===== src/hw/rtl/complex_arithmetic_unit_defines.svh =====
// ----------------------------------------------------------------------------
// Complex arithmetic unit: assertion macros
// Shared property shorthands; clock clk, synchronous active-low reset rst_n.
// ----------------------------------------------------------------------------
`ifndef COMPLEX_ARITHMETIC_UNIT_DEFINES_SVH
`define COMPLEX_ARITHMETIC_UNIT_DEFINES_SVH

// same-cycle implication
`define CAU_ASSERT_IMP(label, ante, cons, msg) \
  label: assert property (@(posedge clk) disable iff (!rst_n) (ante) |-> (cons)) \
    else $error(msg);

// next-cycle implication
`define CAU_ASSERT_NXT(label, ante, cons, msg) \
  label: assert property (@(posedge clk) disable iff (!rst_n) (ante) |=> (cons)) \
    else $error(msg);

`endif


===== src/hw/rtl/cau_pkg.sv =====
// ----------------------------------------------------------------------------
// cau_pkg
// Types, widths and constants of the complex arithmetic unit.
// ----------------------------------------------------------------------------
package cau_pkg;

  localparam int WIDTH            = 16;
  localparam int FRAC_BITS        = 12;
  localparam int CMD_W            = 3;
  localparam int ST_W             = 2;
  localparam int GUARD_BITS       = 12;
  localparam int ANG_BITS         = 30;
  localparam int DEF_CORDIC_STEPS = 16;

  localparam int SUM_W  = WIDTH + 1;
  localparam int PROD_W = 2 * WIDTH;
  localparam int MUL_W  = 2 * WIDTH + 1;
  localparam int PRE_W  = WIDTH + 8;
  localparam int QBITS  = WIDTH + 1;
  localparam int DEN_W  = 2 * WIDTH;
  localparam int REM_W  = DEN_W + QBITS;
  localparam int CX_W   = WIDTH + GUARD_BITS + 4;
  localparam int Z_W    = ANG_BITS + 5;
  localparam int GAIN_W = 30;
  localparam int MAGP_W = CX_W + GAIN_W;
  localparam int MAG_SH = ANG_BITS + GUARD_BITS;
  localparam int ANG_SH = ANG_BITS - FRAC_BITS;

  localparam logic [GAIN_W-1:0]    INV_GAIN = 30'd652032874;
  localparam logic signed [Z_W-1:0] PI_Q30  = 35'sd3373259426;

  localparam logic signed [WIDTH-1:0] RES_MAX = {1'b0, {(WIDTH-1){1'b1}}};
  localparam logic signed [WIDTH-1:0] RES_MIN = {1'b1, {(WIDTH-1){1'b0}}};

  localparam logic signed [Z_W-1:0] ATAN_TAB [10] = '{
    35'sh03243F6A8, 35'sh01DAC6705, 35'sh00FADBAFC, 35'sh007F56EA6, 35'sh003FEAB76,
    35'sh001FFD55B, 35'sh000FFFAAA, 35'sh0007FFF55, 35'sh0003FFFEA, 35'sh0001FFFFD
  };

  typedef enum logic [CMD_W-1:0] {
    OP_ADD = 3'd0,
    OP_SUB = 3'd1,
    OP_MUL = 3'd2,
    OP_DIV = 3'd3,
    OP_MAG = 3'd4,
    OP_ARG = 3'd5
  } cau_op_t;

  typedef enum logic [ST_W-1:0] {
    ST_OK  = 2'd0,
    ST_SAT = 2'd1,
    ST_DZ  = 2'd2
  } cau_status_t;

  // after the multiplier stage
  typedef struct packed {
    cau_op_t                  op;
    logic signed [WIDTH-1:0]  ar;
    logic signed [WIDTH-1:0]  ai;
    logic signed [SUM_W-1:0]  lin_re;
    logic signed [SUM_W-1:0]  lin_im;
    logic signed [PROD_W-1:0] p_rr;
    logic signed [PROD_W-1:0] p_ii;
    logic signed [PROD_W-1:0] p_ri;
    logic signed [PROD_W-1:0] p_ir;
    logic signed [PROD_W-1:0] p_bb_r;
    logic signed [PROD_W-1:0] p_bb_i;
  } cau_prod_t;

  // word carried along the cell chain
  typedef struct packed {
    cau_op_t                 op;
    logic signed [PRE_W-1:0] lin_re;
    logic signed [PRE_W-1:0] lin_im;
    logic                    dz;
    logic                    neg_re;
    logic                    neg_im;
    logic                    ovf_re;
    logic                    ovf_im;
    logic [DEN_W-1:0]        den;
    logic [REM_W-1:0]        rem_re;
    logic [REM_W-1:0]        rem_im;
    logic [QBITS-1:0]        q_re;
    logic [QBITS-1:0]        q_im;
    logic                    zero;
    logic signed [CX_W-1:0]  x;
    logic signed [CX_W-1:0]  y;
    logic signed [Z_W-1:0]   z;
  } cau_pipe_t;

  // after the gain multiplier
  typedef struct packed {
    cau_op_t                 op;
    logic signed [PRE_W-1:0] lin_re;
    logic signed [PRE_W-1:0] lin_im;
    logic                    dz;
    logic                    zero;
    logic signed [PRE_W-1:0] div_re;
    logic signed [PRE_W-1:0] div_im;
    logic [MAGP_W-1:0]       magp;
    logic signed [PRE_W-1:0] ang;
  } cau_fin_t;

  typedef struct packed {
    logic                    flag;
    logic signed [WIDTH-1:0] val;
  } cau_sat_t;

  function automatic cau_sat_t sat_w(input logic signed [PRE_W-1:0] v);
    logic signed [PRE_W-1:0] hi;
    logic signed [PRE_W-1:0] lo;
    cau_sat_t                r;
    hi = {{(PRE_W-WIDTH+1){1'b0}}, {(WIDTH-1){1'b1}}};
    lo = ~hi;
    r.flag = 1'b0;
    r.val  = v[WIDTH-1:0];
    if (v > hi) begin
      r.flag = 1'b1;
      r.val  = RES_MAX;
    end else if (v < lo) begin
      r.flag = 1'b1;
      r.val  = RES_MIN;
    end
    return r;
  endfunction

  // rotation angle of CORDIC step i, Q30
  function automatic logic signed [Z_W-1:0] angle_step(input int i);
    logic signed [Z_W-1:0] r;
    if (i < 10) begin
      r = ATAN_TAB[i[3:0]];
    end else if (i <= ANG_BITS) begin
      r = {{(Z_W-1){1'b0}}, 1'b1} << (ANG_BITS - i);
    end else begin
      r = '0;
    end
    return r;
  endfunction

endpackage


===== src/hw/rtl/cau_back.sv =====
// ----------------------------------------------------------------------------
// cau_back
// Gain multiply and angle rounding, then result select, saturation, status.
// ----------------------------------------------------------------------------
module cau_back import cau_pkg::*; (
  input  logic                    clk,
  input  logic                    rst_n,
  input  logic                    up_valid,
  output logic                    up_ready,
  input  cau_pipe_t               up_data,
  output logic                    out_valid,
  input  logic                    out_ready,
  output logic signed [WIDTH-1:0] out_res_re,
  output logic signed [WIDTH-1:0] out_res_im,
  output logic [ST_W-1:0]         out_status
);

  localparam logic signed [PRE_W-1:0] DIV_BIG = PRE_W'(1) <<< (PRE_W - 2);
  localparam logic signed [Z_W-1:0]   ANG_RND = Z_W'(1) <<< (ANG_SH - 1);
  localparam logic [MAGP_W-1:0]       MAG_RND = MAGP_W'(1) << (MAG_SH - 1);

  logic     c_v_r, c_adv, o_v_r, o_adv;
  cau_fin_t c_r, c_nxt;

  logic signed [Z_W-1:0]        z_rnd;
  logic signed [Z_W-ANG_SH-1:0] ang_sh;
  logic signed [PRE_W-1:0]      q_re_s, q_im_s;
  logic [MAGP_W-1:0]            mag_rnd;
  logic [MAGP_W-MAG_SH-1:0]     mag_sh;
  logic signed [PRE_W-1:0]      pre_re, pre_im;
  cau_sat_t                     s_re, s_im;
  cau_status_t                  st_nxt, st_r;
  logic signed [WIDTH-1:0]      re_r, im_r;

  assign o_adv    = !o_v_r || out_ready;
  assign c_adv    = !c_v_r || o_adv;
  assign up_ready = c_adv;

  always_comb begin
    z_rnd  = up_data.z + ANG_RND;
    ang_sh = z_rnd[Z_W-1:ANG_SH];
    q_re_s = PRE_W'(up_data.q_re);
    q_im_s = PRE_W'(up_data.q_im);

    c_nxt        = '0;
    c_nxt.op     = up_data.op;
    c_nxt.lin_re = up_data.lin_re;
    c_nxt.lin_im = up_data.lin_im;
    c_nxt.dz     = up_data.dz;
    c_nxt.zero   = up_data.zero;
    // quotient too large for QBITS: push well past the clamp
    if (up_data.ovf_re) begin
      c_nxt.div_re = up_data.neg_re ? -DIV_BIG : DIV_BIG;
    end else begin
      c_nxt.div_re = up_data.neg_re ? -q_re_s : q_re_s;
    end
    if (up_data.ovf_im) begin
      c_nxt.div_im = up_data.neg_im ? -DIV_BIG : DIV_BIG;
    end else begin
      c_nxt.div_im = up_data.neg_im ? -q_im_s : q_im_s;
    end
    c_nxt.magp = $unsigned(up_data.x) * INV_GAIN;
    c_nxt.ang  = PRE_W'(ang_sh);
  end

  always_ff @(posedge clk) begin
    if (!rst_n) begin
      c_v_r <= 1'b0;
    end else if (c_adv) begin
      c_v_r <= up_valid;
    end
  end

  always_ff @(posedge clk) begin
    if (c_adv && up_valid) begin
      c_r <= c_nxt;
    end
  end

  always_comb begin
    mag_rnd = c_r.magp + MAG_RND;
    mag_sh  = mag_rnd[MAGP_W-1:MAG_SH];
    pre_re  = '0;
    pre_im  = '0;
    unique case (c_r.op)
      OP_ADD, OP_SUB, OP_MUL: begin
        pre_re = c_r.lin_re;
        pre_im = c_r.lin_im;
      end
      OP_DIV: begin
        if (!c_r.dz) begin
          pre_re = c_r.div_re;
          pre_im = c_r.div_im;
        end
      end
      OP_MAG: begin
        if (!c_r.zero) begin
          pre_re = PRE_W'(mag_sh);
        end
      end
      OP_ARG: begin
        if (!c_r.zero) begin
          pre_re = c_r.ang;
        end
      end
      default: begin
        pre_re = '0;
        pre_im = '0;
      end
    endcase
    s_re = sat_w(pre_re);
    s_im = sat_w(pre_im);
    if (c_r.op == OP_DIV && c_r.dz) begin
      st_nxt = ST_DZ;
    end else if (s_re.flag || s_im.flag) begin
      st_nxt = ST_SAT;
    end else begin
      st_nxt = ST_OK;
    end
  end

  always_ff @(posedge clk) begin
    if (!rst_n) begin
      o_v_r <= 1'b0;
    end else if (o_adv) begin
      o_v_r <= c_v_r;
    end
  end

  always_ff @(posedge clk) begin
    if (o_adv && c_v_r) begin
      re_r <= s_re.val;
      im_r <= s_im.val;
      st_r <= st_nxt;
    end
  end

  assign out_valid  = o_v_r;
  assign out_res_re = re_r;
  assign out_res_im = im_r;
  assign out_status = st_r;

endmodule


===== config.mk =====
export PLATFORM = sky130hd
export DESIGN_NAME = cau_back
export DESIGN_NICKNAME = d
export VERILOG_FILES = /design/src/hw/rtl/complex_arithmetic_unit_defines.svh /design/src/hw/rtl/cau_pkg.sv /design/src/hw/rtl/cau_back.sv
export SDC_FILE = /design/constraint.sdc
export NUM_CORES = 1
export LEC_CHECK = 0
export ABC_AREA = 0
export BUFFER_PORTS_ARGS = -buffer_cell sky130_fd_sc_hd__buf_2
export CAP_MARGIN = 20
export CELL_PAD_IN_SITES_DETAIL_PLACEMENT = 1
export CELL_PAD_IN_SITES_GLOBAL_PLACEMENT = 1
export CORE_MARGIN = 2
export CORE_UTILIZATION = 48
export DETAILED_ROUTE_END_ITERATION = 7
export PLACE_DENSITY_LB_ADDON = 0.1
export SKIP_LAST_GASP = 1
export SLEW_MARGIN = 20
export SYNTH_ARGS = -nofsm -noshare
export SYNTH_HDL_FRONTEND = slang
export SYNTH_SLANG_ARGS = --single-unit

===== constraint.sdc =====
create_clock -name clk -period 10.62 [get_ports clk]
set_input_delay 1.062 -clock clk [delete_from_list [all_inputs] [get_ports clk]]
set_output_delay 1.062 -clock clk [all_outputs]
set_load 0.05 [all_outputs]

==> flow_metrics.tcl, run 1 <==
set metrics [dict create \
    cts-buffers-inserted 17 \
    setup_ws_ps 1800 \
    clkSinkCount 175 \
    synthToLayoutAreaGrowth_pct 9.08 \
    yosys.area_share.simple_pct 5.18 \
    gp_congestion 0.939 \
    fillers 5822 \
    hold_depth 1 \
    die_w_um 236 \
    drive_above_1_share_pct 9.03 \
    final_nets 3717 \
    synth_top_family_by_area "adder cells" \
    hold_viol 0 \
    grt_pass1_wl_um 113000 \
    holdPathEnd "out_valid$_SDFFE_PN0P_" \
    r2r_start "c_r[186]$_DFFE_PP_" \
    grt_pass1_vias 19700 \
    maxSlewHeadroom_pct 25.7 \
    cp_top_family "adder cells" \
    finalSetupViolCount 0 \
    dpl.hpwl_um 63000 \
    drt_iter0_drc 1062 \
    synthArstFlopShare_pct 0 \
    drv_cap 0 \
    hold_class "reg -> reg" \
    ant_nets 0 \
    synthMuxAreaShare_pct 0.121 \
    ys_seq_area_share_pct 20.3 \
    synth_edf_count 173 \
    outcome "finished, final reports clean" \
    multi_input_area_mm2 0.0177 \
    ios 360 \
    synth_xor_area_share_pct 2.99 \
    gr-total-overflow 0 \
    io_buffer_count 180 \
    path_clk_slew_ps 80 \
    synth_compound_area_share_pct 7.41 \
    min_period_ps 8820 \
    syn_inst 2403 \
    synth_cell_types 61 \
    clockBufferDepth 2 \
    fp.coreArea_mm2 0.0529 \
    startpoint_type "input port" \
    fmax_mhz 113 \
    clk_latency_ps 440 \
    cts_tree "done" \
    synthAdderAreaFrac_pct 52.8 \
    clockRootBuffer "clkbuf_16" \
    ys_warn_count 0 \
    rows 84 \
    crit_arrival_ps 9020 \
    fin_crit_sh_pct 83.1 \
    slowest_stage "fa_1" \
    syn-cell-area_mm2 0.0258 \
    wirelength_um 72500 \
    path_common_cell "fa_1" \
    dr.pass1.iters 7 \
    initial_core_util_pct 48.8 \
    crit_type "in -> reg" \
    slowest_delay_ps 550 \
    postCtsSetupBuffers 0 \
    rrSetupSlack_ps 6330 \
    end_kind "flop" \
    die_h_um 236 \
    cp.required_ps 10810 \
    antenna_found_initial 4 \
    syn_nets 3542 \
    ys.flop_type "edfxtp_1" \
    timing.final.max_slew_violations 0 \
    path_buf_inv 7 \
    grt_max_degree 84 \
    dp_slack_ps 1370 \
    grt_util_all_layers_pct 26.8 \
    syn_avg_cell_area_um2 10.7 \
    tightest_slew_ps 1110 \
    r2r-end "out_res_re[11]$_SDFFCE_PP1P_" \
    dieArea_mm2 0.0556 \
    num_vias 17600 \
    hold_path_startpoint "c_v_r$_SDFFE_PN0N_" \
    place_area_mm2 0.0275 \
    hold_buffers 0 \
    cts_resized 0 \
    drc 0 \
    wire_per_inst_um 22.1 \
    vias_per_cell 5.37 \
    fin_skew_ps 18.1 \
    ff2ff_path_depth 8 \
    rsz0062_at_grt "false" \
    cts_max_level 4 \
    crit_path_max_fanout 7 \
    tns_ps 0 \
    final-seq-area_mm2 0.00524 \
    fin_area_mm2 0.0281 \
    ys_ff_latch 175 \
]
cells by family (layout without fill, tap and decap cells):
family	count (synthesis)	count (layout)
muxes	3	3
DFF	175	175
other	0	6
xor gates and xnor gates	88	88
adders and majority gates	815	815
and+or+nand+nor	270	270
AOI/OAI and AO/OA	286	286
buffers and inverters	766	954
final cells by class:
| type | instances | area share, % |
|---|---|---|
| repair buffers | 185 | 3.38 |
| diodes | 6 | 0.0534 |
| inverters | 737 | 9.83 |
| flip-flops and latches | 175 | 18.6 |
| well taps | 688 | 3.06 |
| multi-input cells | 1462 | 63.0 |
| clock inverters | 15 | 0.609 |
| clock buffers | 17 | 1.51 |
sequential cells by signal (all words and copies together) (netlist names):
register and cells:
out_res_im 16, out_valid 1, c_r 139, c_v_r 1, out_status 2, out_res_re 16
worst register-to-register path: stages (launching register included):
cell	delay, ps
edfxtp_1	660
nor3b_1	820
and2_1	810
a222oi_1	310
o21ai_0	170
nand3_1	130
o21ai_2	360
a21boi_2	640
a21o_1	250
worst max path at each step:
stage                 from                 to  cells after the start  slack (ps)
2_1_floorplan  up_data[75]  c_r[84]$_DFFE_PP_                     24        2700
3_3_place_gp   up_data[79]  c_r[84]$_DFFE_PP_                     26        1440
3_5_place_dp   up_data[79]  c_r[84]$_DFFE_PP_                     26        1370
4_1_cts        up_data[79]  c_r[84]$_DFFE_PP_                     26        1800
5_1_grt        up_data[79]  c_r[84]$_DFFE_PP_                     26        1450
6_report       up_data[79]  c_r[84]$_DFFE_PP_                     26        1800
Yosys cell counts, types with 4 or more instances:
library cell	count	area (µm²)
ha_1	358	4480
nand4_1	12	75.1
nand3_1	34	170
nor3_1	13	65.1
nor4_1	8	50.1
nor2b_1	18	113
or4_1	7	52.6
xor2_1	50	438
a21o_1	51	383
o21ai_0	66	330
a21oi_1	58	290
nor2_1	75	282
a31oi_1	14	87.6
a22oi_1	20	150
o22ai_1	4	25.0
or3_1	5	31.3
a222oi_1	19	190
clkbuf_1	21	78.8
fa_1	457	9150
nand2_1	56	210
and3_1	17	106
o31ai_1	11	82.6
o41ai_1	6	52.6
nand2b_1	9	56.3
edfxtp_1	173	5190
inv_1	737	2770
xnor2_1	38	333
buf_2	4	20.0
o21a_1	8	60.1
through the flow:
step           instances  utilization [%]  hold WS [ps]
4_1_cts             3278             53.1           555
2_1_floorplan       2403                -           477
6_report            3285             53.2           550
5_1_grt             3281             53.2           566
3_5_place_dp        3246             52.0           535
3_3_place_gp        3246             52.0           493
per-layer routing:
layer	vias up	GRT usage [%]	share of wire [%]
met5	-	0	0.040
met4	4	4.86	1.6
met3	66	4.42	5.9
met2	439	46.0	50
met1	9145	36.2	43
li1	7972	-	-
cells in the final DEF (no fill, tap or decap), types with 4 or more instances in the layout:
cell and n:
nand2b_1 9, buf_2 180, diode_2 6, a22oi_1 20, clkbuf_16 17, a222oi_1 19, nor4_1 7, a21o_1 51
buf_4 4, a31oi_1 14, o22ai_1 4, nand3_1 34, or3_1 5, clkinv_8 6, o41ai_1 6, a21oi_1 57
edfxtp_1 173, or4_1 7, ha_1 358, nor2b_1 17, inv_1 737, nor3_1 12, xor2_1 50, o31ai_1 11
xnor2_1 38, nor2_1 75, o21ai_0 66, fa_1 457, and3_1 17, nand4_1 12, nand2_1 56, inv_6 5
o21a_1 8
Power of run 1 is not shown: default switching activity piles up to over one toggle a cycle in this logic, so the estimate is an artifact.
==> run 2: changes to the inputs <==
- CORE_UTILIZATION: 48 -> 43
- clock period: 10.62 -> 7.5 ns (I/O delays scaled with it)
==> flow_metrics.tcl, run 2 (synthesis results as in run 1) <==
set metrics [dict create \
    outcome "finished, violations left" \
    violations "design-rule violations, negative setup slack" \
    crit_type "in -> reg" \
    hold_buffers 0 \
    drc 3 \
    grt_pass1_vias 21200 \
    drt_iter0_drc 994 \
    setup_ws_ps -30.2 \
    r2r_start "c_r[184]$_DFFE_PP_" \
    clockBufferDepth 2 \
    slowest_stage "fa_2" \
    die_w_um 249 \
    timing.final.max_slew_violations 0 \
    dp_slack_ps -924 \
    tightest_slew_ps 1070 \
    gp_congestion 0.932 \
    cts-buffers-inserted 17 \
    top_register "c_r" \
    cp_top_family "adder cells" \
    final_cell_mix "inv_1, fa_1, ha_1, buf_4, edfxtp_1" \
    hold_path_startpoint "up_data[312]" \
    fillers 6472 \
    cts_tree "done" \
    dr.pass1.iters 8 \
    drive_above_1_share_pct 20.8 \
    holdPathEnd "c_r[179]$_DFFE_PP_" \
    grt_util_all_layers_pct 25.6 \
    cp.required_ps 7690 \
    ios 360 \
    clkSinkCount 175 \
    io_buffer_count 180 \
    dieArea_mm2 0.0620 \
    rows 89 \
    place_inst 3599 \
    synthToLayoutAreaGrowth_pct 20.2 \
    path_common_cell "fa_1" \
    fin_skew_ps 27.6 \
    initial_core_util_pct 43.6 \
    largest_reg_flops 139 \
    layout_commonest_cell "inv_1" \
    die_h_um 249 \
    vias_per_cell 5.08 \
    r2r-end "out_res_re[4]$_SDFFCE_PP1P_" \
    hold_viol 0 \
    grt_max_degree 62 \
    grt_pass1_wl_um 121000 \
    end_kind "flop" \
    place_area_mm2 0.0297 \
    rrSetupSlack_ps 3460 \
    num_vias 18600 \
    maxSlewHeadroom_pct 28.0 \
    layout.cells.non_filler 3655 \
    hold_depth 1 \
    antenna_found_initial 2 \
    dpl.hpwl_um 68400 \
    fmax_mhz 133 \
    crit_path_max_fanout 4 \
    ant_nets 0 \
    wirelength_um 77500 \
    fp.coreArea_mm2 0.0591 \
    path_buf_inv 9 \
    drv_cap 0 \
    clk_latency_ps 440 \
    rsz0062_at_grt "true" \
    fin_area_mm2 0.0310 \
    clockRootBuffer "clkbuf_16" \
    cts_max_level 4 \
    worstSetupPathDepth 27 \
    final_nets 4008 \
    gr-total-overflow 0 \
    hold-worst-slack_ps 486 \
    path_clk_slew_ps 80 \
    hold_class "in -> reg" \
    crit_arrival_ps 7720 \
    fin_crit_sh_pct 100 \
    ff2ff_path_depth 9 \
    startpoint_type "input port" \
    min_period_ps 7530 \
    slowest_delay_ps 600 \
    wire_per_inst_um 21.2 \
    finalSetupViolCount 1 \
]
## run 2: cell count changes in the layout (fill, tap and decap cells not counted), moves of 5 or more
cell / delta
buf_4: +275
ha_1: -20
inv_1: -19
ha_4: +16
buf_6: +15
fa_1: -11
fa_2: +11
inv_2: +11
buf_2: -9
clkinvlp_4: +9
a21oi_1: -8
a21oi_2: +8
diode_2: -5
## run 2: worst max path at each step
stage / startpoint / endpoint
after floorplan: up_data[75] / c_r[84]$_DFFE_PP_
after global placement: up_data[81] / c_r[84]$_DFFE_PP_
after detailed placement: up_data[81] / c_r[84]$_DFFE_PP_
after CTS: up_data[79] / c_r[84]$_DFFE_PP_
after global routing: up_data[80] / c_r[84]$_DFFE_PP_
final: up_data[80] / c_r[84]$_DFFE_PP_
## run 2: metal layers
metal | global-route usage (%) | vias to the layer above | routed length [µm] | share of wire, %
li1 | - | 8538 | - | -
met1 | 34.7 | 9598 | 34300 | 44
met2 | 45.3 | 348 | 39000 | 50
met3 | 1.78 | 79 | 2510 | 3.2
met4 | 4.81 | 2 | 1660 | 2.1
met5 | 0 | - | 13 | 0.017
## run 2: metrics by stage
step / TNS (ps) / utilization [%]
after floorplan: 0 / -
after global placement: -9200 / 50.2
after detailed placement: -11260 / 50.2
after CTS: -154 / 51.9
after global routing: -784 / 52.4
final: -30.2 / 52.4
## run 2: timing repair
item,4_1_cts,5_1_grt
pin swaps,38,46
gates resized for setup,57,61
endpoints found under the setup margin,14,14
buffers inserted,15,9
## run 2: layout make-up
cell class              count  area, µm²  area share (%)
multi-input cells        1462      18100            58.4
flip-flops and latches    175       5240            16.9
repair buffers            476       3290            10.6
inverters                 737       2800            9.02
well taps                 773        967            3.12
clock buffers              17        425            1.37
clock inverters            14        175           0.565
diodes                      1       2.50         0.00807
Power of run 2 is left out for the same reason.
