$ cat config.mk
export PLATFORM = sky130hd
export DESIGN_NAME = cau_cell
export DESIGN_NICKNAME = d
export VERILOG_FILES = /design/src/hw/rtl/complex_arithmetic_unit_defines.svh /design/src/hw/rtl/cau_pkg.sv /design/src/hw/rtl/cau_cell.sv
export SDC_FILE = /design/constraint.sdc
export NUM_CORES = 1
export LEC_CHECK = 0
export BUFFER_PORTS_ARGS = -buffer_cell sky130_fd_sc_hd__buf_2
export CORE_AREA = 2 2 252 254
export CTS_BUF_LIST = sky130_fd_sc_hd__clkbuf_16
export DETAILED_ROUTE_END_ITERATION = 12
export DIE_AREA = 0 0 254 256
export PLACE_DENSITY_LB_ADDON = 0.1
export SLEW_MARGIN = 20
export SYNTH_ARGS = -nofsm -noshare
export SYNTH_HDL_FRONTEND = slang
export SYNTH_SLANG_ARGS = --single-unit
$ cat constraint.sdc
create_clock -name clk -period 22 [get_ports clk]
set_input_delay 1.1 -clock clk [delete_from_list [all_inputs] [get_ports clk]]
set_output_delay 1.1 -clock clk [all_outputs]
set_load 0.02 [all_outputs]
$ cat src/hw/rtl/complex_arithmetic_unit_defines.svh
// ----------------------------------------------------------------------------
// Complex arithmetic unit: assertion macros
// Shared property shorthands; clock clk, synchronous active-low reset rst_n.
// ----------------------------------------------------------------------------
`ifndef COMPLEX_ARITHMETIC_UNIT_DEFINES_SVH
`define COMPLEX_ARITHMETIC_UNIT_DEFINES_SVH

// same-cycle implication
`define CAU_ASSERT_IMP(label, ante, cons, msg) \
  label: assert property (@(posedge clk) disable iff (!rst_n) (ante) |-> (cons)) \
    else $error(msg);

// next-cycle implication
`define CAU_ASSERT_NXT(label, ante, cons, msg) \
  label: assert property (@(posedge clk) disable iff (!rst_n) (ante) |=> (cons)) \
    else $error(msg);

`endif

$ cat src/hw/rtl/cau_pkg.sv
// ----------------------------------------------------------------------------
// cau_pkg
// Types, widths and constants of the complex arithmetic unit.
// ----------------------------------------------------------------------------
package cau_pkg;

  localparam int WIDTH            = 16;
  localparam int FRAC_BITS        = 12;
  localparam int CMD_W            = 3;
  localparam int ST_W             = 2;
  localparam int GUARD_BITS       = 12;
  localparam int ANG_BITS         = 30;
  localparam int DEF_CORDIC_STEPS = 16;

  localparam int SUM_W  = WIDTH + 1;
  localparam int PROD_W = 2 * WIDTH;
  localparam int MUL_W  = 2 * WIDTH + 1;
  localparam int PRE_W  = WIDTH + 8;
  localparam int QBITS  = WIDTH + 1;
  localparam int DEN_W  = 2 * WIDTH;
  localparam int REM_W  = DEN_W + QBITS;
  localparam int CX_W   = WIDTH + GUARD_BITS + 4;
  localparam int Z_W    = ANG_BITS + 5;
  localparam int GAIN_W = 30;
  localparam int MAGP_W = CX_W + GAIN_W;
  localparam int MAG_SH = ANG_BITS + GUARD_BITS;
  localparam int ANG_SH = ANG_BITS - FRAC_BITS;

  localparam logic [GAIN_W-1:0]    INV_GAIN = 30'd652032874;
  localparam logic signed [Z_W-1:0] PI_Q30  = 35'sd3373259426;

  localparam logic signed [WIDTH-1:0] RES_MAX = {1'b0, {(WIDTH-1){1'b1}}};
  localparam logic signed [WIDTH-1:0] RES_MIN = {1'b1, {(WIDTH-1){1'b0}}};

  localparam logic signed [Z_W-1:0] ATAN_TAB [10] = '{
    35'sh03243F6A8, 35'sh01DAC6705, 35'sh00FADBAFC, 35'sh007F56EA6, 35'sh003FEAB76,
    35'sh001FFD55B, 35'sh000FFFAAA, 35'sh0007FFF55, 35'sh0003FFFEA, 35'sh0001FFFFD
  };

  typedef enum logic [CMD_W-1:0] {
    OP_ADD = 3'd0,
    OP_SUB = 3'd1,
    OP_MUL = 3'd2,
    OP_DIV = 3'd3,
    OP_MAG = 3'd4,
    OP_ARG = 3'd5
  } cau_op_t;

  typedef enum logic [ST_W-1:0] {
    ST_OK  = 2'd0,
    ST_SAT = 2'd1,
    ST_DZ  = 2'd2
  } cau_status_t;

  // after the multiplier stage
  typedef struct packed {
    cau_op_t                  op;
    logic signed [WIDTH-1:0]  ar;
    logic signed [WIDTH-1:0]  ai;
    logic signed [SUM_W-1:0]  lin_re;
    logic signed [SUM_W-1:0]  lin_im;
    logic signed [PROD_W-1:0] p_rr;
    logic signed [PROD_W-1:0] p_ii;
    logic signed [PROD_W-1:0] p_ri;
    logic signed [PROD_W-1:0] p_ir;
    logic signed [PROD_W-1:0] p_bb_r;
    logic signed [PROD_W-1:0] p_bb_i;
  } cau_prod_t;

  // word carried along the cell chain
  typedef struct packed {
    cau_op_t                 op;
    logic signed [PRE_W-1:0] lin_re;
    logic signed [PRE_W-1:0] lin_im;
    logic                    dz;
    logic                    neg_re;
    logic                    neg_im;
    logic                    ovf_re;
    logic                    ovf_im;
    logic [DEN_W-1:0]        den;
    logic [REM_W-1:0]        rem_re;
    logic [REM_W-1:0]        rem_im;
    logic [QBITS-1:0]        q_re;
    logic [QBITS-1:0]        q_im;
    logic                    zero;
    logic signed [CX_W-1:0]  x;
    logic signed [CX_W-1:0]  y;
    logic signed [Z_W-1:0]   z;
  } cau_pipe_t;

  // after the gain multiplier
  typedef struct packed {
    cau_op_t                 op;
    logic signed [PRE_W-1:0] lin_re;
    logic signed [PRE_W-1:0] lin_im;
    logic                    dz;
    logic                    zero;
    logic signed [PRE_W-1:0] div_re;
    logic signed [PRE_W-1:0] div_im;
    logic [MAGP_W-1:0]       magp;
    logic signed [PRE_W-1:0] ang;
  } cau_fin_t;

  typedef struct packed {
    logic                    flag;
    logic signed [WIDTH-1:0] val;
  } cau_sat_t;

  function automatic cau_sat_t sat_w(input logic signed [PRE_W-1:0] v);
    logic signed [PRE_W-1:0] hi;
    logic signed [PRE_W-1:0] lo;
    cau_sat_t                r;
    hi = {{(PRE_W-WIDTH+1){1'b0}}, {(WIDTH-1){1'b1}}};
    lo = ~hi;
    r.flag = 1'b0;
    r.val  = v[WIDTH-1:0];
    if (v > hi) begin
      r.flag = 1'b1;
      r.val  = RES_MAX;
    end else if (v < lo) begin
      r.flag = 1'b1;
      r.val  = RES_MIN;
    end
    return r;
  endfunction

  // rotation angle of CORDIC step i, Q30
  function automatic logic signed [Z_W-1:0] angle_step(input int i);
    logic signed [Z_W-1:0] r;
    if (i < 10) begin
      r = ATAN_TAB[i[3:0]];
    end else if (i <= ANG_BITS) begin
      r = {{(Z_W-1){1'b0}}, 1'b1} << (ANG_BITS - i);
    end else begin
      r = '0;
    end
    return r;
  endfunction

endpackage

$ cat src/hw/rtl/cau_cell.sv
// ----------------------------------------------------------------------------
// cau_cell
// One chain cell: a CORDIC vectoring step and/or one restoring quotient bit.
// ----------------------------------------------------------------------------
module cau_cell import cau_pkg::*; #(
  parameter int IDX          = 0,
  parameter int CORDIC_STEPS = DEF_CORDIC_STEPS
) (
  input  logic      clk,
  input  logic      rst_n,
  input  logic      up_valid,
  output logic      up_ready,
  input  cau_pipe_t up_data,
  output logic      dn_valid,
  input  logic      dn_ready,
  output cau_pipe_t dn_data
);

  logic      v_r, adv;
  cau_pipe_t d_r, d_nxt;

  logic signed [CX_W-1:0] rot_x, rot_y;
  logic signed [Z_W-1:0]  rot_z;
  logic [REM_W-1:0]       div_rem_re, div_rem_im;
  logic [QBITS-1:0]       div_q_re, div_q_im;

  generate
    if (IDX < CORDIC_STEPS) begin : g_rot
      localparam logic signed [Z_W-1:0] ANG = angle_step(IDX);
      logic signed [CX_W-1:0] dx, dy;
      always_comb begin
        dx = up_data.y >>> IDX;
        dy = up_data.x >>> IDX;
        if (up_data.y[CX_W-1]) begin
          rot_x = up_data.x - dx;
          rot_y = up_data.y + dy;
          rot_z = up_data.z - ANG;
        end else begin
          rot_x = up_data.x + dx;
          rot_y = up_data.y - dy;
          rot_z = up_data.z + ANG;
        end
      end
    end else begin : g_rot_pass
      assign rot_x = up_data.x;
      assign rot_y = up_data.y;
      assign rot_z = up_data.z;
    end

    if (IDX < QBITS) begin : g_div
      localparam int QK = QBITS - 1 - IDX;
      logic [REM_W-1:0] t;
      always_comb begin
        t          = REM_W'(up_data.den) << QK;
        div_rem_re = up_data.rem_re;
        div_rem_im = up_data.rem_im;
        div_q_re   = up_data.q_re;
        div_q_im   = up_data.q_im;
        if (up_data.rem_re >= t) begin
          div_rem_re   = up_data.rem_re - t;
          div_q_re[QK] = 1'b1;
        end
        if (up_data.rem_im >= t) begin
          div_rem_im   = up_data.rem_im - t;
          div_q_im[QK] = 1'b1;
        end
      end
    end else begin : g_div_pass
      assign div_rem_re = up_data.rem_re;
      assign div_rem_im = up_data.rem_im;
      assign div_q_re   = up_data.q_re;
      assign div_q_im   = up_data.q_im;
    end
  endgenerate

  always_comb begin
    d_nxt        = up_data;
    d_nxt.x      = rot_x;
    d_nxt.y      = rot_y;
    d_nxt.z      = rot_z;
    d_nxt.rem_re = div_rem_re;
    d_nxt.rem_im = div_rem_im;
    d_nxt.q_re   = div_q_re;
    d_nxt.q_im   = div_q_im;
  end

  assign adv      = !v_r || dn_ready;
  assign up_ready = adv;

  always_ff @(posedge clk) begin
    if (!rst_n) begin
      v_r <= 1'b0;
    end else if (adv) begin
      v_r <= up_valid;
    end
  end

  always_ff @(posedge clk) begin
    if (adv && up_valid) begin
      d_r <= d_nxt;
    end
  end

  assign dn_valid = v_r;
  assign dn_data  = d_r;

endmodule

==> impl_metrics.csv, run 1 <==
group,metric,value,unit
power_and_ir_drop,irDropWorstVdd,0.0521,mV
setup_path,worstPathMaxFanout,35,
setup_path,rr_startpoint,"dn_valid$_SDFFE_PN0N_",
timing,maxSlewViolCount,0,
cells_and_area,fillCellCount,6299,
cts,cts_buffer_depth,3,
cts,cts_max_level,2,
timing,timing.fmax,228,MHz
cells_and_area,final_cell_mix,"644 x buf_2, 319 x edfxtp_1, 225 x a21oi_1",
power_and_ir_drop,power_density,76.1,mW/mm^2
synth,yosysWarnings,0,
synth,synth-async-reset-ratio,0,%
timing,rsz0062_at_grt,"no",
cells_and_area,final_common_cell,"buf_2",
setup_path,crit_arrival,4.70,ns
setup_path,criticalPathCategory,"input port to flop",
global_route,overflow,0,
placed_design,dpl_worst_slack,17.05,ns
cts,cts_made_buffers,42,
hold_path,min_from,"dn_valid$_SDFFE_PN0N_",
cts,insertion_delay,0.57,ns
timing,whs,0.541,ns
synth,avgSynthCellArea,10.4,um^2
synth,synth-seq-area-share,46.4,%
timing,tightest_slew,1.02,ns
power_and_ir_drop,combPwrFrac,27.6,%
route,drtIter0Drc,1276,
synth,syn_area,0.0207,mm^2
timing,fin_tns_setup,0,ns
hold_path,min_to,"dn_valid$_SDFFE_PN0N_",
power_and_ir_drop,switching_share,33.2,%
timing,layout_setup_ws,17.62,ns
floorplanning,row_count,92,
power_and_ir_drop,p_int,1.33,mW
placed_design,portBuffers,645,
timing,fin_crit_sh,19.9,%
route,routedWlPerCell,23.6,um
timing,period_needed,4.38,ns
route,drtAntennaViolNets,0,
floorplanning,die_x,254,um
power_and_ir_drop,leakagePower,11.6,nW
synth,synthFlopType,"edfxtp_1",
route,dr.pass1.iters,7,
floorplanning,dieArea,0.0650,mm^2
setup_path,cp.required,22.32,ns
floorplanning,core-area,0.0624,mm^2
hold_path,hold_class,"flop to flop",
cells_and_area,fin_nets,3146,
cells_and_area,final_util,41.9,%
synth,ys_ff_latch,320,
floorplanning,die_h,256,um
power_and_ir_drop,total_power,1.99,mW
route,routed_wl,82900,um
cts,root_buffer,"clkbuf_16",
power_and_ir_drop,switchingPower,0.660,mW
route,via_per_inst,5.16,
power_and_ir_drop,clock_power_share,33.5,%
synth,syn_inst,1995,
global_route,grt_max_degree,84,
synth,synth_cell_types,84,
cts,hold_buffers,0,
timing,setup_viol,0,
synth,synth_edf_count,319,
global_route,antenna_found_initial,17,
cts,cts_resized,0,
cts,cts_sinks,320,
outcome,outcome,"finished, final reports clean",
setup_path,rr_endpoint,"dn_data[130]$_DFFE_PP_",
setup_path,startpoint_type,"input port",
timing,maxSlewHeadroom,31.2,%
hold_path,worstHoldPathCells,2,
timing,finalHoldViolCount,0,
setup_path,end_kind,"flop",
cells_and_area,drive_above_1_share,28.7,%
global_route,grt_pass1_vias,17800,
cts,clk_pin_slew,0.06,ns
synth,synth_nets,2512,
floorplanning,start_util,33.1,%
run,cap_violations,0,
cells_and_area,syn2layout_area_growth,26.4,%
global_route,grt_usage,24.6,%
setup_path,r2r_setup_slack,18.11,ns
route,vias,18100,
setup_path,worstRegToRegCells,5,
timing,finClkSkew,0.00862,ns
floorplanning,io_pins,646,
cts,cts_tree,"built",
placed_design,dp_hpwl,68300,um
placed_design,routabilityCongestion,0.975,
power_and_ir_drop,seq_power_share,38.9,%
route,drc,0,
global_route,grt_pass1_wl,119000,um
cts,cts_setup_buffers,0,
## layer usage
layer	share of wire [%]	up-vias	track usage [%]
li1	-	8631	-
met5	0.058	-	0
met1	44	8726	32.6
met4	2.2	8	5.96
met2	47	682	41.4
met3	6.8	101	4.63
## worst max-delay path, stage by stage
cell and delay (ns):
buf_4 0.24, clkinv_1 0.53, buf_4 0.49, fa_1 0.46, nor2b_1 0.21, o2111ai_1 0.17, nand4_1 0.16, a221oi_1 0.10
o31ai_1 0.48, a21oi_1 0.27, o211ai_1 0.24, a21oi_1 0.10, xnor2_1 0.13
## cell families after synthesis
| group | Yosys count | synth area share [%] |
|---|---|---|
| DFF | 320 | 46.4 |
| muxes | 30 | 1.53 |
| adders and majority gates | 193 | 11.9 |
| buffers and inverters | 224 | 4.14 |
| xor gates and xnor gates | 141 | 5.97 |
| AOI/OAI and AO/OA | 633 | 19.3 |
| and+or+nand+nor | 454 | 10.8 |
## worst max-delay path by stage
stage	from	to	slack (ns)
2_1_floorplan	dn_ready	dn_data[0]$_DFFE_PP_	12.66
3_3_place_gp	up_data[66]	dn_data[31]$_DFFE_PP_	17.14
3_5_place_dp	dn_ready	dn_data[114]$_DFFE_PP_	17.05
4_1_cts	dn_ready	dn_data[130]$_DFFE_PP_	17.70
5_1_grt	up_data[66]	dn_data[31]$_DFFE_PP_	17.40
6_report	up_data[66]	dn_data[31]$_DFFE_PP_	17.62
## state kept, by name, indices dropped and copies added, names as in the netlist
register,count
dn_valid,1
dn_data,319
## through the flow
stage,std cells,area (um^2)
floorplan,1995,20700
global placement,3431,24800
detailed placement,3431,24800
CTS,3507,26100
global route,3513,26100
finish,3516,26100
## power by group through the flow
stage | clock network (mW) | registers [mW] | logic (mW)
finish | 0.666 | 0.774 | 0.549
global route | 0.709 | 0.779 | 0.597
CTS | 0.687 | 0.775 | 0.549
detailed placement | 0 | 0.787 | 0.546
global placement | 0 | 0.787 | 0.547
floorplan | 0 | 0.864 | 0.272
## Yosys cell counts, drive strengths merged, types with 25 or more instances
library cell,number,area share [%]
ha,187,11
nand2,109,2.0
inv,159,2.9
clkbuf,46,0.85
nor2,128,2.3
edfxtp,319,46
nand2b,29,0.88
o21bai,31,1.1
nor3,26,0.63
nand3,35,0.85
o21a,25,0.91
a21o,67,2.4
a21oi,226,5.5
xor2,43,1.8
nor2b,32,0.97
o21ai,146,3.5
xnor2,98,4.2
## layout make-up
type,count,area (um^2),area share (%)
clock buffer,43,1080,4.12
timing repair buffer,654,3300,12.6
antenna,9,22.5,0.0862
clock inverter,33,255,0.976
multi-input combinational,1451,10200,39.1
inverter,160,601,2.30
tap,846,1060,4.05
sequential,320,9600,36.7
Power figures use the tool's default switching activity.
==> run 2: changes to the inputs <==
==> constraint.sdc (replaced) <==
create_clock -name clk -period 4.6 [get_ports clk]
set_input_delay 0.23 -clock clk [delete_from_list [all_inputs] [get_ports clk]]
set_output_delay 0.23 -clock clk [all_outputs]
set_load 0.02 [all_outputs]
==> impl_metrics.csv, run 2 (synthesis gave the netlist of run 1 again) <==
group,metric,value,unit
cts,cts_resized,0,
cells_and_area,fin_area,0.0282,mm^2
cells_and_area,syn2layout_area_growth,36.6,%
floorplanning,row_count,92,
timing,rsz0062_at_grt,"no",
floorplanning,core-area,0.0624,mm^2
cells_and_area,final_common_cell,"buf_2",
global_route,grt_pass1_wl,120000,um
power_and_ir_drop,total_power,9.75,mW
cells_and_area,fin_nets,3351,
floorplanning,die_x,254,um
timing,finClkSkew,0.0104,ns
timing,layout_setup_ws,1.09,ns
hold_path,hold_class,"input port to flop",
cts,insertion_delay,0.57,ns
cells_and_area,largest_register_ffs,319,
floorplanning,die_h,256,um
route,drc,0,
setup_path,worstRegToRegCells,3,
cts,cts_made_buffers,41,
route,highest_layer,"met5",
cts,cts_tree,"built",
global_route,grt_max_degree,94,
global_route,antenna_found_initial,14,
timing,maxSlewViolCount,0,
setup_path,startpoint_type,"input port",
route,dr.pass1.iters,5,
cells_and_area,fin_cells,3717,
timing,fin_tns_setup,0,ns
cts,cts_max_level,2,
timing,period_needed,3.51,ns
setup_path,worstSetupEndpoint,"dn_data[231]$_DFFE_PP_",
placed_design,dpl_worst_slack,0.949,ns
timing,setup_viol,0,
cells_and_area,final_util,45.3,%
route,via_per_inst,5.10,
placed_design,place_area,0.0249,mm^2
route,drtIter0Drc,1389,
setup_path,rr_endpoint,"dn_data[151]$_DFFE_PP_",
power_and_ir_drop,leakagePower,12.5,nW
route,drtAntennaViolNets,0,
setup_path,rr_startpoint,"dn_valid$_SDFFE_PN0N_",
global_route,grt_usage,24.7,%
floorplanning,dieArea,0.0650,mm^2
setup_path,critPathLaunch,"up_data[238]",
cts,root_buffer,"clkbuf_16",
floorplanning,start_util,33.1,%
outcome,outcome,"finished, final reports clean",
cts,cts_setup_buffers,0,
timing,whs,0.0359,ns
cts,clk_pin_slew,0.06,ns
setup_path,r2r_setup_slack,2.50,ns
placed_design,placedCellCount,3436,
run,cap_violations,0,
cells_and_area,final_cell_mix,"644 x buf_2, 319 x edfxtp_1, 225 x a21oi_1",
setup_path,crit_arrival,3.84,ns
timing,timing.fmax,285,MHz
placed_design,dp_hpwl,66900,um
placed_design,portBuffers,645,
cells_and_area,drive_above_1_share,26.6,%
power_and_ir_drop,irDropWorstVdd,0.293,mV
cts,cts_buffer_depth,3,
setup_path,criticalPathCategory,"input port to flop",
route,routedWlPerCell,22.4,um
route,met3_length,5680,um
setup_path,end_kind,"flop",
route,drt-met1-wl,36100,um
global_route,overflow,0,
setup_path,worstPathMaxFanout,20,
route,routed_wl,83100,um
route,vias,18900,
cts,hold_buffers,201,
cts,cts_sinks,320,
setup_path,cp.required,4.93,ns
placed_design,routabilityCongestion,0.967,
timing,finalHoldViolCount,0,
floorplanning,io_pins,646,
route,route.met2.wl,39200,um
timing,fin_crit_sh,76.2,%
timing,maxSlewHeadroom,44.1,%
global_route,grt_pass1_vias,18900,
power_and_ir_drop,power_density,345,mW/mm^2
timing,tightest_slew,0.838,ns
[run 2: layout make-up]
type,count,area [um^2]
fill,6053,34100
tap,846,1060
clock buffer,41,1030
sequential,320,9600
antenna,8,20.0
inverter,160,601
clock inverter,31,327
timing repair buffer,860,5390
multi-input combinational,1451,10200
[run 2: report_power, final]
| group | internal (mW) | switching [mW] |
|---|---|---|
| combinational | 1.05 | 1.75 |
| clock | 1.92 | 1.35 |
| sequential | 3.60 | 0.0855 |
| total | 6.56 | 3.19 |
[run 2: layer usage]
layer  track usage, %  up-vias
met4             7.16        8
met1             32.0     9125
met3             5.44      103
li1                 -     9011
met5                0        -
met2             41.0      695
[run 2: worst min path at each step]
stage,depth (start not counted),slack (ns),endpoint,from
after floorplan,0,0.33,dn_data[0]$_DFFE_PP_,up_data[0]
after global placement,1,0.41,dn_data[317]$_DFFE_PP_,up_data[317]
final,3,0.04,dn_data[152]$_DFFE_PP_,up_data[152]
after CTS,3,0.004,dn_data[207]$_DFFE_PP_,up_data[207]
after detailed placement,1,0.41,dn_data[315]$_DFFE_PP_,up_data[315]
after global routing,2,0.009,dn_data[164]$_DFFE_PP_,up_data[164]
[run 2: worst max-delay path: stages]
cell	delay [ns]
dlygate4sd3_1	0.54
buf_2	0.14
inv_1	0.16
ha_1	0.33
a21oi_1	0.17
o21ai_0	0.18
a21oi_1	0.23
nand3_1	0.15
a211oi_1	0.39
a21oi_1	0.24
a31oi_4	0.54
buf_4	0.32
nor3_1	0.07
a21o_1	0.15
==> run 3: changes to the inputs <==
==> constraint.sdc (replaced) <==
create_clock -name clk -period 2.85 [get_ports clk]
set_input_delay 0.1425 -clock clk [delete_from_list [all_inputs] [get_ports clk]]
set_output_delay 0.1425 -clock clk [all_outputs]
set_load 0.02 [all_outputs]
==> impl_metrics.csv, run 3 (synthesis gave the netlist of run 1 again) <==
group,metric,value,unit
floorplanning,io_pins,646,
placed_design,routabilityCongestion,0.974,
cells_and_area,syn2layout_area_growth,50.7,%
power_and_ir_drop,power_density,537,mW/mm^2
timing,layout_setup_ws,0.0834,ns
power_and_ir_drop,total_power,16.7,mW
hold_path,worstHoldPathCells,3,
placed_design,dpl_worst_slack,-0.514,ns
cts,root_buffer,"clkbuf_16",
cells_and_area,final_cell_mix,"644 x buf_2, 320 x buf_4, 319 x edfxtp_1",
setup_path,cp.required,3.16,ns
timing,timing.fmax,361,MHz
global_route,grt_usage,26.8,%
power_and_ir_drop,irDropWorstVdd,0.355,mV
timing,finalHoldViolCount,0,
timing,fin_crit_sh,97.1,%
setup_path,startpoint_type,"input port",
hold_path,hold_class,"input port to flop",
cts,cts_made_buffers,42,
route,routed_wl,90700,um
global_route,grt_pass1_wl,129000,um
timing,rsz0062_at_grt,"yes",
route,routedWlPerCell,22.4,um
setup_path,crit_arrival,3.08,ns
route,vias,20200,
run,cap_violations,0,
cts,insertion_delay,0.58,ns
timing,setup_viol,0,
floorplanning,dieArea,0.0650,mm^2
route,drtIter0Drc,1316,
route,via_per_inst,4.98,
setup_path,criticalPathCategory,"input port to flop",
global_route,grt_max_degree,81,
route,drc,0,
cts,cts_max_level,2,
cells_and_area,drive_above_1_share,35.0,%
global_route,grt_pass1_vias,19900,
floorplanning,die_h,256,um
cells_and_area,fin_nets,3684,
timing,maxSlewHeadroom,55.0,%
route,drtAntennaViolNets,0,
timing,maxSlewViolCount,0,
floorplanning,core-area,0.0624,mm^2
floorplanning,start_util,33.1,%
cts,cts_sinks,320,
floorplanning,row_count,92,
setup_path,end_kind,"flop",
timing,finClkSkew,0.0130,ns
placed_design,dp_hpwl,74400,um
cts,clk_pin_slew,0.06,ns
outcome,outcome,"finished, final reports clean",
cells_and_area,final_common_cell,"buf_2",
timing,fin_tns_setup,0,ns
route,dr.pass1.iters,6,
cts,cts_tree,"built",
cells_and_area,largest_register_ffs,319,
setup_path,worstPathMaxFanout,4,
floorplanning,die_x,254,um
cts,cts_buffer_depth,3,
placed_design,portBuffers,645,
timing,period_needed,2.77,ns
global_route,antenna_found_initial,16,
setup_path,worstRegToRegCells,4,
global_route,overflow,0,
timing,tightest_slew,0.674,ns
power_and_ir_drop,leakagePower,14.2,nW
-- run 3: metal layers --
layer  vias up  part of all wire (%)  GRT usage [%]  wire [um]
met2       728                    48           45.7      43300
met5         -                 0.046              0         42
met3       115                   6.1           4.85       5540
met4         6                   2.2           6.18       1960
met1      9644                    44           35.1      39800
li1       9708                     -              -          -
-- run 3: path summary, 6_finish.rpt --
kind | startpoint | endpoint | slack, ns
setup reg to reg | dn_valid$_SDFFE_PN0N_ | dn_data[196]$_DFFE_PP_ | 1.10
setup / recovery | up_data[210] | dn_data[223]$_DFFE_PP_ | 0.08
hold reg to reg | dn_valid$_SDFFE_PN0N_ | dn_data[71]$_DFFE_PP_ | 0.88
hold / removal | up_data[151] | dn_data[151]$_DFFE_PP_ | 0.01
-- run 3: final cells by class --
class                      count  area, um^2
multi-input combinational   1451       10500
tap                          846        1060
fill                        5959       31200
clock inverter                35         360
clock buffer                  43        1080
sequential                   320        9600
inverter                     160         602
timing repair buffer        1192        8000
antenna                        8        20.0
-- run 3: critical path, cell delays in order --
cell and delay [ns]:
dlygate4sd3_1 0.56, buf_2 0.16, ha_1 0.33, buf_4 0.16, a21oi_1 0.13, o21ai_0 0.12
o21ai_1 0.28, a31oi_2 0.16, buf_4 0.16, o41ai_2 0.19, buf_4 0.17, o21bai_1 0.07
a21oi_1 0.20, xor2_1 0.15, o21ai_0 0.09
-- run 3: through the flow --
step / cells / cell area [um^2] / utilization (%) / hold slack (ns)
4_1_cts: 4046 / 30900 / 49.6 / 0.000808
3_5_place_dp: 3750 / 27300 / 43.8 / 0.321
5_1_grt: 4051 / 31200 / 49.9 / 0.00685
2_1_floorplan: 1995 / 20700 / - / 0.241
6_report: 4055 / 31200 / 50.0 / 0.0104
3_3_place_gp: 3750 / 27300 / 43.8 / 0.320
-- run 3: report_power, final --
group,internal [mW],switching (mW)
clock,3.31,2.26
sequential,5.81,0.167
combinational,2.19,3.01
total,11.3,5.43
-- run 3: timing repair --
action	in CTS	in global routing
endpoints found under the setup margin	0	70
hold buffers	218	0
resized for setup	0	49
buffers inserted	0	1
endpoints found under the hold margin	218	0
